==> src/rtl/jvs_pkg.sv <==
// ----------------------------------------------------------------------------
// jvs_pkg
// shared types, sizes and codes for the json value extent scanner
// ----------------------------------------------------------------------------
package jvs_pkg;

  // sizing
  localparam int MAX_DEPTH     = 64;
  localparam int LENGTH_WIDTH  = 24;
  localparam int DEPTH_LIMIT_W = 7;
  localparam int ADDR_W        = (MAX_DEPTH > 1) ? $clog2(MAX_DEPTH) : 1;
  localparam int CNT_W         = $clog2(MAX_DEPTH + 1);
  localparam int LIM_CMP_W     = (CNT_W > DEPTH_LIMIT_W) ? CNT_W : DEPTH_LIMIT_W;

  localparam logic [DEPTH_LIMIT_W-1:0] DEPTH_LIMIT_RESET = DEPTH_LIMIT_W'(64);

  // result status codes
  localparam logic [2:0] ST_OK        = 3'd0;
  localparam logic [2:0] ST_BAD_FIRST = 3'd1;
  localparam logic [2:0] ST_MISMATCH  = 3'd2;
  localparam logic [2:0] ST_TOO_DEEP  = 3'd3;
  localparam logic [2:0] ST_RAN_OUT   = 3'd4;

  // value kinds
  localparam logic [2:0] KIND_OBJECT = 3'd0;
  localparam logic [2:0] KIND_ARRAY  = 3'd1;
  localparam logic [2:0] KIND_STRING = 3'd2;
  localparam logic [2:0] KIND_BOOL   = 3'd3;
  localparam logic [2:0] KIND_NULL   = 3'd4;
  localparam logic [2:0] KIND_NUMBER = 3'd5;

  // input beat
  typedef struct packed {
    logic [7:0] text_byte;
    logic       start_req;
    logic       last;
  } jvs_in_t;

  // result beat
  typedef struct packed {
    logic [2:0]              status;
    logic [2:0]              value_kind;
    logic [LENGTH_WIDTH-1:0] length;
  } jvs_out_t;

  // closer stack command, depth is the nesting depth before the operation
  typedef struct packed {
    logic             push;
    logic             pop;
    logic             bit_val;
    logic [CNT_W-1:0] depth;
  } stack_cmd_t;

endpackage

==> src/rtl/json_value_extent_scanner.sv <==
// ----------------------------------------------------------------------------
// json_value_extent_scanner
// finds the extent of the json value that starts at a marked byte
// ----------------------------------------------------------------------------
//
//  channel   handshake                payload               direction
//  -------   ----------------------   -------------------   ---------
//  cfg       cfg_valid / cfg_ready    cfg_data (limit)      in
//  byte      byte_valid / byte_stall  byte_item (jvs_in_t)  in
//  result    result_valid/result_stall result (jvs_out_t)   out
//
//  one byte per cycle while the receiver does not stall; a beat goes through the
//  byte register and the scan logic into the result register
//  the per-byte step (stack top compare, push or pop, counter) sets the rate;
//  the closer stack caches its top two entries in flops
//  reset (rst, synchronous) clears the scan state and sets the limit to 64;
//  stack memory is not cleared, only entries pushed in the current scan are read
//  result_stall holds a valid result register; a full byte register then holds
//  too and byte_stall rises in the same cycle, with no beat dropped
//  cfg_ready is always high; the limit may only change while the block is idle
//
module json_value_extent_scanner (
  input  logic                               clk,
  input  logic                               rst,
  // configuration
  input  logic                               cfg_valid,
  output logic                               cfg_ready,
  input  logic [jvs_pkg::DEPTH_LIMIT_W-1:0]  cfg_data,
  // byte stream
  input  logic                               byte_valid,
  output logic                               byte_stall,
  input  jvs_pkg::jvs_in_t                   byte_item,
  // results
  output logic                               result_valid,
  input  logic                               result_stall,
  output jvs_pkg::jvs_out_t                  result
);

  logic [jvs_pkg::DEPTH_LIMIT_W-1:0] depth_limit;

  // byte register
  logic             hold_valid;
  jvs_pkg::jvs_in_t hold;

  // scan step
  logic                step;
  logic                take;
  logic                fire;
  logic                tos;
  jvs_pkg::jvs_out_t   res;
  jvs_pkg::stack_cmd_t cmd;

  assign cfg_ready = 1'b1;

  always_ff @(posedge clk) begin
    if (rst) begin
      depth_limit <= jvs_pkg::DEPTH_LIMIT_RESET;
    end else if (cfg_valid && cfg_ready) begin
      depth_limit <= cfg_data;
    end
  end

  // the held byte moves on whenever the result slot is free or draining
  assign step       = hold_valid && (!result_valid || !result_stall);
  assign byte_stall = hold_valid && !step;
  assign take       = byte_valid && !byte_stall;

  always_ff @(posedge clk) begin
    if (rst) begin
      hold_valid <= 1'b0;
    end else if (take) begin
      hold_valid <= 1'b1;
    end else if (step) begin
      hold_valid <= 1'b0;
    end
  end

  // payload, no reset needed
  always_ff @(posedge clk) begin
    if (take) begin
      hold <= byte_item;
    end
  end

  jvs_scan_ctl u_ctl (
    .clk         (clk),
    .rst         (rst),
    .step        (step),
    .item        (hold),
    .depth_limit (depth_limit),
    .tos         (tos),
    .cmd         (cmd),
    .fire        (fire),
    .res         (res)
  );

  jvs_closer_stack u_stack (
    .clk (clk),
    .cmd (cmd),
    .tos (tos)
  );

  // result register
  always_ff @(posedge clk) begin
    if (rst) begin
      result_valid <= 1'b0;
    end else if (step) begin
      result_valid <= fire;
    end else if (result_valid && !result_stall) begin
      result_valid <= 1'b0;
    end
  end

  always_ff @(posedge clk) begin
    if (step && fire) begin
      result <= res;
    end
  end

endmodule

==> src/rtl/jvs_closer_stack.sv <==
// ----------------------------------------------------------------------------
// jvs_closer_stack
// stack of closer kinds (0 brace, 1 bracket) with top and next-below cached
// in flops, deeper entries in a one-write one-read memory
// ----------------------------------------------------------------------------
module jvs_closer_stack (
  input  logic               clk,
  input  jvs_pkg::stack_cmd_t cmd,
  output logic               tos
);

  logic                      mem [jvs_pkg::MAX_DEPTH];
  logic                      below;
  logic [jvs_pkg::ADDR_W-1:0] wr_addr;
  logic [jvs_pkg::ADDR_W-1:0] rd_addr;

  // push writes the new entry at the old depth
  assign wr_addr = jvs_pkg::ADDR_W'(cmd.depth);
  // after a pop the entry below the new top sits at old depth minus three
  assign rd_addr = jvs_pkg::ADDR_W'(cmd.depth - jvs_pkg::CNT_W'(3));

  always_ff @(posedge clk) begin
    if (cmd.push) begin
      mem[wr_addr] <= cmd.bit_val;
    end
  end

  always_ff @(posedge clk) begin
    if (cmd.push) begin
      tos   <= cmd.bit_val;
      below <= tos;
    end else if (cmd.pop) begin
      tos   <= below;
      below <= mem[rd_addr];
    end
  end

endmodule

==> src/rtl/jvs_scan_ctl.sv <==
// ----------------------------------------------------------------------------
// jvs_scan_ctl
// scan state and per-byte next-state logic, one byte per step
// ----------------------------------------------------------------------------
module jvs_scan_ctl (
  input  logic                                clk,
  input  logic                                rst,
  input  logic                                step,
  input  jvs_pkg::jvs_in_t                    item,
  input  logic [jvs_pkg::DEPTH_LIMIT_W-1:0]   depth_limit,
  input  logic                                tos,
  output jvs_pkg::stack_cmd_t                 cmd,
  output logic                                fire,
  output jvs_pkg::jvs_out_t                   res
);

  localparam logic [2:0] PH_IDLE = 3'd0;
  localparam logic [2:0] PH_CONT = 3'd1;
  localparam logic [2:0] PH_CSTR = 3'd2;
  localparam logic [2:0] PH_STR  = 3'd3;
  localparam logic [2:0] PH_TOK  = 3'd4;

  localparam logic [7:0] CH_LBRACE = 8'h7B;
  localparam logic [7:0] CH_LBRACK = 8'h5B;
  localparam logic [7:0] CH_RBRACE = 8'h7D;
  localparam logic [7:0] CH_RBRACK = 8'h5D;
  localparam logic [7:0] CH_QUOTE  = 8'h22;
  localparam logic [7:0] CH_BSLASH = 8'h5C;
  localparam logic [7:0] CH_COMMA  = 8'h2C;
  localparam logic [7:0] CH_SPACE  = 8'h20;
  localparam logic [7:0] CH_TAB    = 8'h09;
  localparam logic [7:0] CH_LF     = 8'h0A;
  localparam logic [7:0] CH_CR     = 8'h0D;
  localparam logic [7:0] CH_T      = 8'h74;
  localparam logic [7:0] CH_F      = 8'h66;
  localparam logic [7:0] CH_N      = 8'h6E;
  localparam logic [7:0] CH_MINUS  = 8'h2D;
  localparam logic [7:0] CH_ZERO   = 8'h30;
  localparam logic [7:0] CH_NINE   = 8'h39;

  // state
  logic [2:0]                      phase, phase_next;
  logic [jvs_pkg::CNT_W-1:0]        nest_depth, nest_depth_next;
  logic                            escape_pending, escape_pending_next;
  logic [2:0]                      kind_held, kind_held_next;
  logic [jvs_pkg::LENGTH_WIDTH-1:0] byte_count, byte_count_next;

  logic [jvs_pkg::LENGTH_WIDTH-1:0] count_inc;
  logic [jvs_pkg::LIM_CMP_W-1:0]    lim_cfg, lim_max, eff_limit, depth_cmp;
  logic [7:0]                      b;
  logic                            is_delim;
  logic                            push, pop, push_bit;
  logic [jvs_pkg::CNT_W-1:0]        push_depth;
  logic                            halt;
  logic                            known;
  logic [2:0]                      kind_new;
  logic [2:0]                      st;
  logic [jvs_pkg::LENGTH_WIDTH-1:0] len;

  assign b         = item.text_byte;
  assign count_inc = (&byte_count) ? byte_count
                                   : byte_count + jvs_pkg::LENGTH_WIDTH'(1);
  assign lim_cfg   = jvs_pkg::LIM_CMP_W'(depth_limit);
  assign lim_max   = jvs_pkg::LIM_CMP_W'(jvs_pkg::MAX_DEPTH);
  assign eff_limit = (lim_cfg < lim_max) ? lim_cfg : lim_max;
  assign depth_cmp = jvs_pkg::LIM_CMP_W'(nest_depth);
  assign is_delim  = b inside {CH_COMMA, CH_RBRACE, CH_RBRACK, CH_SPACE, CH_TAB, CH_LF, CH_CR};

  // first-byte decode
  always_comb begin
    known    = 1'b1;
    kind_new = jvs_pkg::KIND_OBJECT;
    if (b == CH_LBRACE) begin
      kind_new = jvs_pkg::KIND_OBJECT;
    end else if (b == CH_LBRACK) begin
      kind_new = jvs_pkg::KIND_ARRAY;
    end else if (b == CH_QUOTE) begin
      kind_new = jvs_pkg::KIND_STRING;
    end else if (b == CH_T || b == CH_F) begin
      kind_new = jvs_pkg::KIND_BOOL;
    end else if (b == CH_N) begin
      kind_new = jvs_pkg::KIND_NULL;
    end else if (b == CH_MINUS || b inside {[CH_ZERO:CH_NINE]}) begin
      kind_new = jvs_pkg::KIND_NUMBER;
    end else begin
      known = 1'b0;
    end
  end

  always_comb begin
    phase_next          = phase;
    nest_depth_next     = nest_depth;
    escape_pending_next = escape_pending;
    kind_held_next      = kind_held;
    byte_count_next     = byte_count;
    push                = 1'b0;
    pop                 = 1'b0;
    push_bit            = 1'b0;
    push_depth          = nest_depth;
    halt                = 1'b0;
    fire                = 1'b0;
    st                  = jvs_pkg::ST_OK;
    len                 = byte_count;

    if (item.start_req) begin
      byte_count_next     = '0;
      nest_depth_next     = '0;
      escape_pending_next = 1'b0;
      if (!known) begin
        kind_held_next = jvs_pkg::KIND_OBJECT;
        fire           = 1'b1;
        halt           = 1'b1;
        st             = jvs_pkg::ST_BAD_FIRST;
        len            = '0;
        phase_next     = PH_IDLE;
      end else begin
        kind_held_next = kind_new;
        if (kind_new == jvs_pkg::KIND_OBJECT || kind_new == jvs_pkg::KIND_ARRAY) begin
          if (eff_limit == '0) begin
            fire       = 1'b1;
            halt       = 1'b1;
            st         = jvs_pkg::ST_TOO_DEEP;
            len        = '0;
            phase_next = PH_IDLE;
          end else begin
            push            = 1'b1;
            push_bit        = kind_new[0];
            push_depth      = '0;
            nest_depth_next = jvs_pkg::CNT_W'(1);
            phase_next      = PH_CONT;
          end
        end else begin
          phase_next = (kind_new == jvs_pkg::KIND_STRING) ? PH_STR : PH_TOK;
        end
        if (!halt) begin
          byte_count_next = jvs_pkg::LENGTH_WIDTH'(1);
        end
      end
    end else begin
      case (phase)
        PH_TOK: begin
          if (is_delim) begin
            fire       = 1'b1;
            halt       = 1'b1;
            phase_next = PH_IDLE;
          end else begin
            byte_count_next = count_inc;
          end
        end
        PH_STR, PH_CSTR: begin
          byte_count_next = count_inc;
          if (b == CH_BSLASH) begin
            escape_pending_next = ~escape_pending;
          end else begin
            escape_pending_next = 1'b0;
            if (b == CH_QUOTE && !escape_pending) begin
              if (phase == PH_STR) begin
                fire       = 1'b1;
                halt       = 1'b1;
                len        = count_inc;
                phase_next = PH_IDLE;
              end else begin
                phase_next = PH_CONT;
              end
            end
          end
        end
        PH_CONT: begin
          if (b == CH_QUOTE) begin
            escape_pending_next = 1'b0;
            phase_next          = PH_CSTR;
            byte_count_next     = count_inc;
          end else if (b == CH_LBRACE || b == CH_LBRACK) begin
            if (depth_cmp >= eff_limit) begin
              fire       = 1'b1;
              halt       = 1'b1;
              st         = jvs_pkg::ST_TOO_DEEP;
              phase_next = PH_IDLE;
            end else begin
              push            = 1'b1;
              push_bit        = (b == CH_LBRACK);
              nest_depth_next = nest_depth + jvs_pkg::CNT_W'(1);
              byte_count_next = count_inc;
            end
          end else if (b == CH_RBRACE || b == CH_RBRACK) begin
            if (nest_depth == '0 || tos != (b == CH_RBRACK)) begin
              fire       = 1'b1;
              halt       = 1'b1;
              st         = jvs_pkg::ST_MISMATCH;
              phase_next = PH_IDLE;
            end else begin
              pop             = 1'b1;
              nest_depth_next = nest_depth - jvs_pkg::CNT_W'(1);
              byte_count_next = count_inc;
              if (nest_depth == jvs_pkg::CNT_W'(1)) begin
                fire       = 1'b1;
                halt       = 1'b1;
                len        = count_inc;
                phase_next = PH_IDLE;
              end
            end
          end else begin
            byte_count_next = count_inc;
          end
        end
        default: begin
          // idle: stray bytes are dropped
          halt = 1'b1;
        end
      endcase
    end

    // buffer end with the scan still open
    if (!halt && item.last) begin
      fire       = 1'b1;
      st         = (phase_next == PH_TOK) ? jvs_pkg::ST_OK : jvs_pkg::ST_RAN_OUT;
      len        = byte_count_next;
      phase_next = PH_IDLE;
    end
  end

  assign res.status     = st;
  assign res.value_kind = kind_held_next;
  assign res.length     = len;

  assign cmd.push    = step & push;
  assign cmd.pop     = step & pop;
  assign cmd.bit_val = push_bit;
  assign cmd.depth   = push_depth;

  always_ff @(posedge clk) begin
    if (rst) begin
      phase          <= PH_IDLE;
      nest_depth     <= '0;
      escape_pending <= 1'b0;
      kind_held      <= jvs_pkg::KIND_OBJECT;
      byte_count     <= '0;
    end else if (step) begin
      phase          <= phase_next;
      nest_depth     <= nest_depth_next;
      escape_pending <= escape_pending_next;
      kind_held      <= kind_held_next;
      byte_count     <= byte_count_next;
    end
  end

`ifndef SYNTHESIS
  a_depth_bound: assert property (@(posedge clk) disable iff (rst)
    nest_depth <= jvs_pkg::CNT_W'(jvs_pkg::MAX_DEPTH))
    else $error("nesting depth beyond stack size");

  a_cont_nonempty: assert property (@(posedge clk) disable iff (rst)
    (phase == PH_CONT || phase == PH_CSTR) |-> nest_depth != '0)
    else $error("inside a container with empty stack");

  a_bad_first: assert property (@(posedge clk) disable iff (rst)
    (fire && res.status == jvs_pkg::ST_BAD_FIRST) |->
      (res.length == '0 && res.value_kind == jvs_pkg::KIND_OBJECT && item.start_req))
    else $error("bad first byte result malformed");

  a_idle_quiet: assert property (@(posedge clk) disable iff (rst)
    (phase == PH_IDLE && !item.start_req) |-> !fire)
    else $error("result from a stray byte");

  a_stack_op: assert property (@(posedge clk) disable iff (rst)
    !(cmd.push && cmd.pop))
    else $error("push and pop together");
`endif

endmodule

==> config.mk <==
export PLATFORM = sky130hd
export DESIGN_NAME = json_value_extent_scanner
export DESIGN_NICKNAME = d
export VERILOG_FILES = /design/src/rtl/jvs_pkg.sv /design/src/rtl/json_value_extent_scanner.sv /design/src/rtl/jvs_closer_stack.sv /design/src/rtl/jvs_scan_ctl.sv
export SDC_FILE = /design/constraint.sdc
export NUM_CORES = 1
export LEC_CHECK = 0
export BUFFER_PORTS_ARGS = -buffer_cell sky130_fd_sc_hd__buf_2
export CORE_UTILIZATION = 49
export CTS_CLUSTER_SIZE = 20
export DETAILED_ROUTE_END_ITERATION = 12
export HOLD_SLACK_MARGIN = 0.05
export PLACE_DENSITY = 0.78
export SKIP_LAST_GASP = 1
export SYNTH_ARGS = -nofsm -noshare
export SYNTH_HDL_FRONTEND = slang
export SYNTH_SLANG_ARGS = --single-unit
export TNS_END_PERCENT = 100
==> constraint.sdc <==
create_clock -name clk -period 6.3 [get_ports clk]
set_input_delay 0.63 -clock clk [delete_from_list [all_inputs] [get_ports clk]]
set_output_delay 0.63 -clock clk [all_outputs]
set_load 0.01 [all_outputs]
---- Word-level counts from Yosys, hierarchy flattened ----
Memories as Yosys holds them, arrays and structs flattened.
Cells that the tools add are included.
word-level totals
  word-level logic and storage cells ...... 231
  memory bits (writable) .................. 64
  bits of input ports ..................... 22
  flip-flop bits (word level) ............. 89
  memories ................................ 1
  output and inout bits ................... 33
memories
  name         depth  width  rd ports  clocked after Yosys merged registers in  wr ports  RTL line                text
  u_stack.mem  64     1      1         0                                        1         jvs_closer_stack.sv:12  logic mem [jvs_pkg::MAX_DEPTH];
cells by class
  equal/unequal tests ..................... 28
  magnitude comparators ................... 4
  bitwise gates (word level) .............. 3
  mux-type cells .......................... 140
  $add $sub $neg .......................... 4
  reduce and logical (&&, ||, !) cells .... 35
operators by type and width
  cell                     count
  $mux W24                 22
  $mux W3                  31
  $pmux W24 S3             1
  $mux W7                  10
  $eq A8 B7 Y1 const B     8
  $mux W1                  64
  $pmux W24 S2             1
  $eq A8 B6 Y1 const B     4
  $add A24 B1 Y24 const B  1
  $eq A8 B4 Y1 const B     3
  $mux W6                  4
  $reduce_and A24 Y1       1
  $logic_not A7 Y1         2
  $eq A3 B2 Y1 const B     3
  $pmux W3 S3              1
  $ge A8 B6 Y1 const B     1
  $le A8 B6 Y1 const B     1
  $logic_and A1 B1 Y1      8
  $reduce_bool A2 Y1       4
  $add A7 B1 Y7 const B    1
  $eq A7 B1 Y1 const B     1
  $ge A7 B7 Y1             1
  $logic_or A1 B1 Y1       7
  $lt A7 B7 Y1 const B     1
  20 further kinds         33

---- Depth between registers and ports, before layout ----
Gate-level depths: netlist of the first run.
  depth in word-level cells ............... 20
  mapped depth ............................ 16
  gate-level depth less buffers ........... 12

---- By module ----
Synthesis of the first run repeated with hierarchy kept, for this count alone.
second synthesis, totals
  cells, all modules ...................... 952
  area total of the unflattened synthesis .. 9595.5 µm²
by module, submodules not included
  module                     sequential area each (µm²)  area an instance (µm²)  times used  cells each
  jvs_scan_ctl               760.7                       4883.4                  1           649
  jvs_closer_stack           1981.9                      3158.0                  1           226
  json_value_extent_scanner  1381.3                      1554.0                  1           77

---- Least setup slack after synthesis of the first run ----
OpenSTA, ideal clock, no wires.
  path kind ............................... register to register
  start point ............................. reg hold[9] (netlist name)
  end point ............................... reg u_stack.below, data pin
  setup time .............................. 0.256 ns
  arrival ................................. 4.088 ns
  path slack .............................. 1.956 ns
  stages on the path, launching flop included .. 15
  required time ........................... 6.044 ns
  path through ............................ edfxtp_1 -> nand4b_1 -> a2111oi_4 -> nand2_1 -> nand2_1 -> inv_2 -> buf_2 -> ha_1 -> buf_1 -> buf_1 -> mux4_2 -> mux2_2 -> o211ai_1 -> nand4_1 -> o211a_1
between the ends
  cells in the longest elaborated chain, start to end .. 18
  elaborated cells on any way between the ends .. 42
  classes of those cells .................. 1 x add/sub; 2 x order compare; 8 x eq/ne; 23 x mux; 1 x bitwise; 6 x reduce/logical; 1 x memory
ends and longest elaborated chain
  what                                                 RTL line                         text
  start, declared                                      json_value_extent_scanner.sv:43  jvs_pkg::jvs_in_t hold;
  start signal, assigned                               json_value_extent_scanner.sv:81  hold <= byte_item;
  $ge A8 B6 Y1 / $le A8 B6 Y1 (equally long branches)  jvs_scan_ctl.sv:83               end else if (b == CH_MINUS || b inside {[CH_ZERO:CH_NINE]}) begin
  $logic_and A1 B1 Y1                                  jvs_scan_ctl.sv:83
  $logic_or A1 B1 Y1                                   jvs_scan_ctl.sv:83
  $mux W3                                              jvs_scan_ctl.sv:83
  $mux W3                                              jvs_scan_ctl.sv:81               end else if (b == CH_N) begin
  $mux W3                                              jvs_scan_ctl.sv:79               end else if (b == CH_T || b == CH_F) begin
  $mux W3                                              jvs_scan_ctl.sv:77               end else if (b == CH_QUOTE) begin
  $mux W3                                              jvs_scan_ctl.sv:75               end else if (b == CH_LBRACK) begin
  [2 not listed]                                       n/a
  $logic_or A1 B1 Y1                                   jvs_scan_ctl.sv:118              if (kind_new == jvs_pkg::KIND_OBJECT || kind_new == jvs_pkg::KIND_ARRAY) begin
  $mux W6                                              jvs_scan_ctl.sv:118
  $mux W6                                              jvs_scan_ctl.sv:109              if (!known) begin
  $mux W6                                              jvs_scan_ctl.sv:105              if (item.start_req) begin
  $sub A6 B2 Y6                                        jvs_closer_stack.sv:20           assign rd_addr = jvs_pkg::ADDR_W'(cmd.depth - jvs_pkg::CNT_W'(3));
  $mem_v2 Z64 W1                                       n/a
  $mux W1                                              jvs_closer_stack.sv:32           end else if (cmd.pop) begin
  $mux W1 *                                            jvs_closer_stack.sv:29           if (cmd.push) begin
  end signal, assigned                                 jvs_closer_stack.sv:31           below <= tos;
  end signal, assigned                                 jvs_closer_stack.sv:34           below <= mem[rd_addr];
  end, declared                                        jvs_closer_stack.sv:13           logic below;
Mark *: on every way between the ends. The rest lies on a longest branch, timed or not. The select of a mux whose other input is x is not followed.
A chain may end at the register's enable or synchronous reset.

---- Worst setup path in the final report of the first run ----
  start point ............................. reg hold[6] (netlist name)
  end point ............................... reg u_stack.below, data pin
The elaborated chain is that of the path after synthesis.

==> results of run 1 <==
registers in the layout, indices dropped and copies added, names as in the netlist:
| name | cells |
|---|---|
| hold | 10 |
| u_ctl.phase | 3 |
| hold_valid | 1 |
| u_stack.mem | 64 |
| u_stack.tos | 1 |
| u_ctl.kind_held | 3 |
| u_stack.below | 1 |
| result | 30 |
| result_valid | 1 |
| u_ctl.depth_cmp | 7 |
| u_ctl.byte_count | 24 |
| depth_limit | 7 |
| u_ctl.escape_pending | 1 |
layout by cell type, fill, tap and decap left out, types with 7 or more instances in the layout:
master / Yosys / final
a211oi_1: 15 / 15
a21o_1: 10 / 10
a21oi_1: 86 / 86
a221oi_1: 7 / 7
a31oi_1: 13 / 13
and2_1: 11 / 11
and3_1: 16 / 16
buf_2: 13 / 53
buf_4: 2 / 10
clkbuf_16: 0 / 17
dfxtp_1: 47 / 47
edfxtp_1: 106 / 106
ha_1: 12 / 12
inv_1: 13 / 13
inv_8: 0 / 7
mux2i_1: 10 / 10
mux4_2: 15 / 15
nand2_1: 91 / 91
nand2b_1: 13 / 13
nand3_1: 26 / 26
nand4_1: 7 / 7
nor2_1: 121 / 120
nor2b_1: 13 / 12
nor3_1: 42 / 41
nor4_1: 8 / 8
o21ai_0: 51 / 51
o21ai_1: 7 / 7
o22ai_1: 21 / 21
o31a_1: 7 / 7
or2_2: 10 / 10
or3_1: 14 / 14
xnor2_1: 12 / 12
xor2_1: 13 / 13
worst max-delay path by stage:
| stage | start | endpoint | slack, ps | depth (start not counted) |
|---|---|---|---|---|
| after detailed placement | hold[6] | u_stack.below | 1500 | 11 |
| final | hold[6] | u_stack.below | 1370 | 11 |
| after floorplan | hold[9] | u_stack.below | 1960 | 14 |
| after global routing | hold[6] | u_stack.below | 1000 | 11 |
| after global placement | hold[9] | u_stack.below | 1640 | 11 |
| after CTS | hold[6] | u_stack.below | 1430 | 11 |
critical path, cell delays in order (launching register included):
cell and delay (ps):
edfxtp_1 490, nand4b_1 330, a2111oi_4 480, nand2_1 370, nand2_1 260, inv_2 200, ha_1 1040, mux4_2 610
mux4_2 470, a21oi_1 150, nand3_1 90, o211a_1 180
metal layers:
| metal | part of all wire, % | vias up | global-route usage [%] |
|---|---|---|---|
| li1 | - | 3726 | - |
| met1 | 41 | 3905 | 34.2 |
| met2 | 45 | 489 | 40.8 |
| met3 | 9.8 | 97 | 6.35 |
| met4 | 3.8 | 0 | 13.3 |
| met5 | 0 | - | 0 |
logic make-up after synthesis:
group                      synth area share, %
and+or+nand+nor                           21.9
AOI/OAI and AO/OA                         19.8
DFF                                       44.9
buffers and inverters                     4.29
muxes                                     5.13
xor gates and xnor gates                  2.38
adders and majority gates                 1.63
other                                   0.0408
cells in the mapped netlist, types with 7 or more instances:
| cell type | number |
|---|---|
| a31oi_1 | 13 |
| o21ai_1 | 7 |
| a21oi_1 | 86 |
| xnor2_1 | 12 |
| nand4_1 | 7 |
| clkbuf_1 | 57 |
| or3_1 | 14 |
| mux4_2 | 15 |
| or2_2 | 10 |
| nand3_1 | 26 |
| and2_1 | 11 |
| a221oi_1 | 7 |
| o31a_1 | 7 |
| nor2b_1 | 13 |
| and3_1 | 16 |
| a21o_1 | 10 |
| buf_1 | 7 |
| inv_1 | 13 |
| buf_2 | 13 |
| xor2_1 | 13 |
| o22ai_1 | 21 |
| dfxtp_1 | 47 |
| nor3_1 | 42 |
| nand2b_1 | 13 |
| a211oi_1 | 15 |
| edfxtp_1 | 106 |
| nor4_1 | 8 |
| nand2_1 | 91 |
| nor2_1 | 121 |
| o21ai_0 | 51 |
| ha_1 | 12 |
| mux2i_1 | 10 |
area by class of cell:
cell class	count	area [um2]	share of cell area, %
clock inverter	15	178	1.76
clock buffer	17	425	4.21
inverter	14	52.6	0.521
timing repair buffer	63	340	3.37
sequential	153	4120	40.8
multi-input combinational	751	4690	46.4
tap	229	287	2.84
power breakdown:
part	internal, mW	total (mW)	switching [mW]
clock network	0.537	1.04	0.500
logic	0.0365	0.116	0.0799
registers	1.09	1.10	0.0134
total	1.66	2.25	0.594
==> flow_summary.ini, run 1 <==
[run_status]
status = completed

[worst_setup_path]
cp_max_fo = 20
r2r-end = u_stack.below
r2r_cells = 11
cp.required_ps = 6500
crit_type = flip-flop to flip-flop
start_kind = flip-flop
timing.rr.start = hold[6]
cp.arrival_ps = 5130
endpoint_kind = flip-flop
rrSetupSlack_ps = 1370

[grt]
grt_max_degree = 66
grt_pass1_vias = 7659
grt.total_usage_pct = 26.2
overflow = 0
grt_pass1_wl_mm = 39.9
antenna_found_initial = 0

[clock_network]
clk_pin_slew_ps = 70
cts_buffers = 17
post_cts_resized = 0
cts.sinks = 153
cts_root_buf = clkbuf_16
cts_max_path_buffers = 2
clock_latency_ps = 440
htreeDepth = 4
ctsHoldBuffers = 0
cts_setup_buffers = 0
cts_tree = yes

[placed_design]
finalWeightedCongestion = 0.943
dp_hpwl_mm = 16.1
port_buffers = 53
placed_cell_area_um2 = 9490
dp_cells = 1210
place_ws_ps = 1500

[finish]
final_area_um2 = 10100
nets = 1034
antenna_cells = 0
n_fill_cell = 1588
final_util_pct = 55.6
instances_no_fill = 1242
syn2layout_area_growth_pct = 9.83
drive_gt1_share_pct = 14.1

[sta]
worst_pin_slew_ps = 1050
final_hold_viol_count = 0
rsz0062_at_grt = no
post-route-period-util_pct = 78.2
whs_ps = 365
slew_viol_final = 0
fin_ws_ps = 1370
setup_viol = 0
relSlewSlack_pct = 30.3
finClkSkew_ps = 16.8
fin_setup_tns_ps = 0
fmax_ghz = 0.203
min_period_ps = 4930

[synthesis]
async_flop_share_pct = 0
syn_nets = 1034
ys.flop_type = edfxtp_1
yosysTopAreaCell = edfxtp_1
syn_inst = 1000
syn_area_um2 = 9190
ys_warn_count = 0
synth.area.top_cells = edfxtp_1, dfxtp_1, nor2_1
synth.distinct_cells = 82
synth.avg_cell_area_um2 = 9.19
yosys.area.top_type_share_pct = 34.6
synth_seq_cells = 153
synth_edf_count = 106
seq_area_frac_synth_pct = 44.9

[min_path]
min_to = hold[8]
min-delay-path-class = input pin to flip-flop
holdPathStages = 1
worstHoldStart = byte_item[8]

[detailed_routing]
drtAntennaViolNets = 0
drcViolationCount = 0
drtPass1Iterations = 8
via_per_inst = 6.62
wl_per_cell_um = 20.2
drt_wl_total_mm = 25.1
vias = 8217
drtIter0Drc = 959

[job]
cap_violations = 0

[floorplanning]
fp.dieH_um = 139
core_um2 = 18100
initial_core_util_pct = 50.7
dieArea_um2 = 19300
io_pins = 55
rows = 49
chipWidth_um = 139

[power_and_ir_drop]
peakVddDrop_mv = 0.175
total_power_mw = 2.25
p_leak_nw = 3.36
cellPowerDensity_nw_per_um2 = 223
No activity file was read; power rests on OpenSTA's default activity.
==> inputs of run 2 (changes only) <==
--- a/config.mk
+++ b/config.mk
@@ -5,12 +5,13 @@
 export SDC_FILE = /design/constraint.sdc
 export NUM_CORES = 1
 export LEC_CHECK = 0
+export ABC_AREA = 1
 export BUFFER_PORTS_ARGS = -buffer_cell sky130_fd_sc_hd__buf_2
 export CORE_UTILIZATION = 49
 export CTS_CLUSTER_SIZE = 20
 export DETAILED_ROUTE_END_ITERATION = 12
 export HOLD_SLACK_MARGIN = 0.05
-export PLACE_DENSITY = 0.78
+export PLACE_DENSITY = 0.81
 export SKIP_LAST_GASP = 1
 export SYNTH_ARGS = -nofsm -noshare
 export SYNTH_HDL_FRONTEND = slang
==> constraint.sdc (replaced) <==
create_clock -name clk -period 4.1 [get_ports clk]
set_input_delay 0.41 -clock clk [delete_from_list [all_inputs] [get_ports clk]]
set_output_delay 0.41 -clock clk [all_outputs]
set_load 0.01 [all_outputs]
==> flow_summary.ini, run 2 <==
[synthesis]
synth.avg_cell_area_um2 = 7.35
synth-simple-area-share_pct = 27.2
synth_edf_count = 106
yosys.area.top_type_share_pct = 30.7
synth_compound_area_share_pct = 19.3
async_flop_share_pct = 0
synth.distinct_cells = 60
yosys.area_share.adder_pct = 1.45
ys.flop_type = edfxtp_1
syn_area_um2 = 10400
yosysTopAreaCell = edfxtp_1
synth_xor_area_share_pct = 2.46
ys_warn_count = 0
seq_area_frac_synth_pct = 39.7
synth_seq_cells = 153
synthMostInstantiatedCell = nand2_1
yosys-top-cells-count = nand2_1, nor2_1, inv_1, o21ai_0, edfxtp_1
synth_mux_area_share_pct = 0
syn_inst = 1412
syn_nets = 1446
synth.area.top_cells = edfxtp_1, nand2_1, dfxtp_1
synth_top_family_by_area = simple AND/OR/NAND/NOR gates

[job]
cap_violations = 0

[power_and_ir_drop]
combPwrFrac_pct = 13.0
power.switching_mw = 1.09
pwr-share-clk_pct = 40.0
sw_frac_of_total_pct = 29.3
intPower_mw = 2.63
p_leak_nw = 4.46
seq_power_share_pct = 47.1
cellPowerDensity_nw_per_um2 = 329
peakVddDrop_mv = 0.285

[detailed_routing]
drtIter0Drc = 1150
via_per_inst = 5.82
vias = 9954
drtAntennaViolNets = 0
wl_per_cell_um = 16.6
drtPass1Iterations = 6
drcViolationCount = 0
drt_wl_total_mm = 28.4

[finish]
nets = 1462
n_fill_cell = 1919
antenna_cells = 0
largestRegisters = u_stack.mem x64, result x30, u_ctl.byte_count x24
largest-register = u_stack.mem
final_common_cell = nand2_1
regArea_um2 = 4120
multiInputGateArea_um2 = 5250
largest_reg_flops = 64
layout_common_cells = nand2_1, nor2_1, inv_1
drive_gt1_share_pct = 11.8
syn2layout_area_growth_pct = 8.83
final_area_um2 = 11300

[worst_setup_path]
timing.rr.start = u_ctl.depth_cmp[0]
endpoint_kind = flip-flop
start_kind = flip-flop
cp_max_fo = 37
crit_type = flip-flop to flip-flop
cp.arrival_ps = 3810
cp.required_ps = 4290
setup.worst_path.start = u_ctl.depth_cmp[0]

[placed_design]
finalWeightedCongestion = 0.974
placed_cell_area_um2 = 10700
port_buffers = 53
dp_hpwl_mm = 19.5

[clock_network]
cts_root_buf = clkbuf_16
cts_buffers = 17
htreeDepth = 4
clock_latency_ps = 440
clk_pin_slew_ps = 70
cts_tree = yes
cts_setup_buffers = 0
cts_max_path_buffers = 2
cts.sinks = 153
post_cts_resized = 0
ctsHoldBuffers = 0

[floorplanning]
core_um2 = 20500
dieArea_um2 = 21800
fp.dieH_um = 148
io_pins = 55
initial_core_util_pct = 50.6
rows = 52
chipWidth_um = 148

[sta]
slew_viol_final = 0
rsz0062_at_grt = no
setup_viol = 0
min_period_ps = 3620
fin_setup_tns_ps = 0
final_hold_viol_count = 0
post-route-period-util_pct = 88.3
worst_pin_slew_ps = 1120
fmax_ghz = 0.276
relSlewSlack_pct = 25.3
finClkSkew_ps = 14.0

[grt]
grt_max_degree = 55
antenna_found_initial = 0
grt_pass1_vias = 8997
grt.total_usage_pct = 26.4
overflow = 0
grt_pass1_wl_mm = 45.7

[min_path]
worstHoldStart = byte_item[5]
min-delay-path-class = input pin to flip-flop

[run_status]
status = completed
## run 2: critical path, cell delays in order (launching register included)
cell and delay (ps):
dfxtp_1 640, inv_1 300, ha_1 350, nand2_1 40, nor2_1 100, nand4_1 80
nand3_1 160, nand2_1 160, nand2_4 330, inv_2 210, nand2_2 100, nand2_1 50
nand3_1 70, nand2_1 110, nand3_2 100, buf_4 290, inv_2 120, nand4_1 100
nand2_1 70
## run 2: cells by family after synthesis
logic type               Yosys count
buffers and inverters            239
AND/OR/NAND/NOR                  628
adder cells (fa/ha/maj)           12
other                              1
flip-flops                       153
AO/OA/AOI/OAI                    352
XOR/XNOR                          27
## run 2: routing by layer
layer	routed length [um]	track usage, %
met4	613	9.43
met1	12300	36.8
met2	12500	40.6
met5	0	0
met3	3020	5.49
## run 2: per-stage QoR
step / instances / power [mW] / utilization [%] / hold WS, ps / setup slack [ps]
4_1_cts: 1711 / 3.72 / 55.1 / 132 / 544
6_report: 1711 / 3.72 / 55.1 / 146 / 478
2_1_floorplan: 1412 / 2.13 / - / 444 / 397
3_5_place_dp: 1679 / 2.25 / 52.4 / 459 / 580
3_3_place_gp: 1679 / 2.24 / 52.4 / 454 / 739
5_1_grt: 1711 / 3.85 / 55.1 / 132 / 121
## run 2: path summary, 6_finish.rpt
| kind | slack, ps | cells past startpoint | end |
|---|---|---|---|
| setup / recovery | 480 | 18 | result[22] |
| hold / removal | 150 | 1 | hold[5] |
| setup reg to reg | 480 | 18 | result[22] |
| hold reg to reg | 470 | 2 | u_ctl.kind_held[1] |
## run 2: cell type report
class                   count  share of cell area (%)
multi-input cells        1020                    46.5
flip-flops and latches    153                    36.5
repair buffers             73                    3.68
clock inverters            14                    1.02
inverters                 163                    5.45
well taps                 270                    2.99
clock buffers              18                    3.80
## run 2: power groups by stage
stage	Combinational [mW]	Clock (mW)	Sequential, mW
detailed placement	0.471	0	1.78
global route	0.535	1.56	1.75
global placement	0.459	0	1.78
CTS	0.473	1.50	1.75
finish	0.482	1.49	1.75
floorplan	0.370	0	1.76
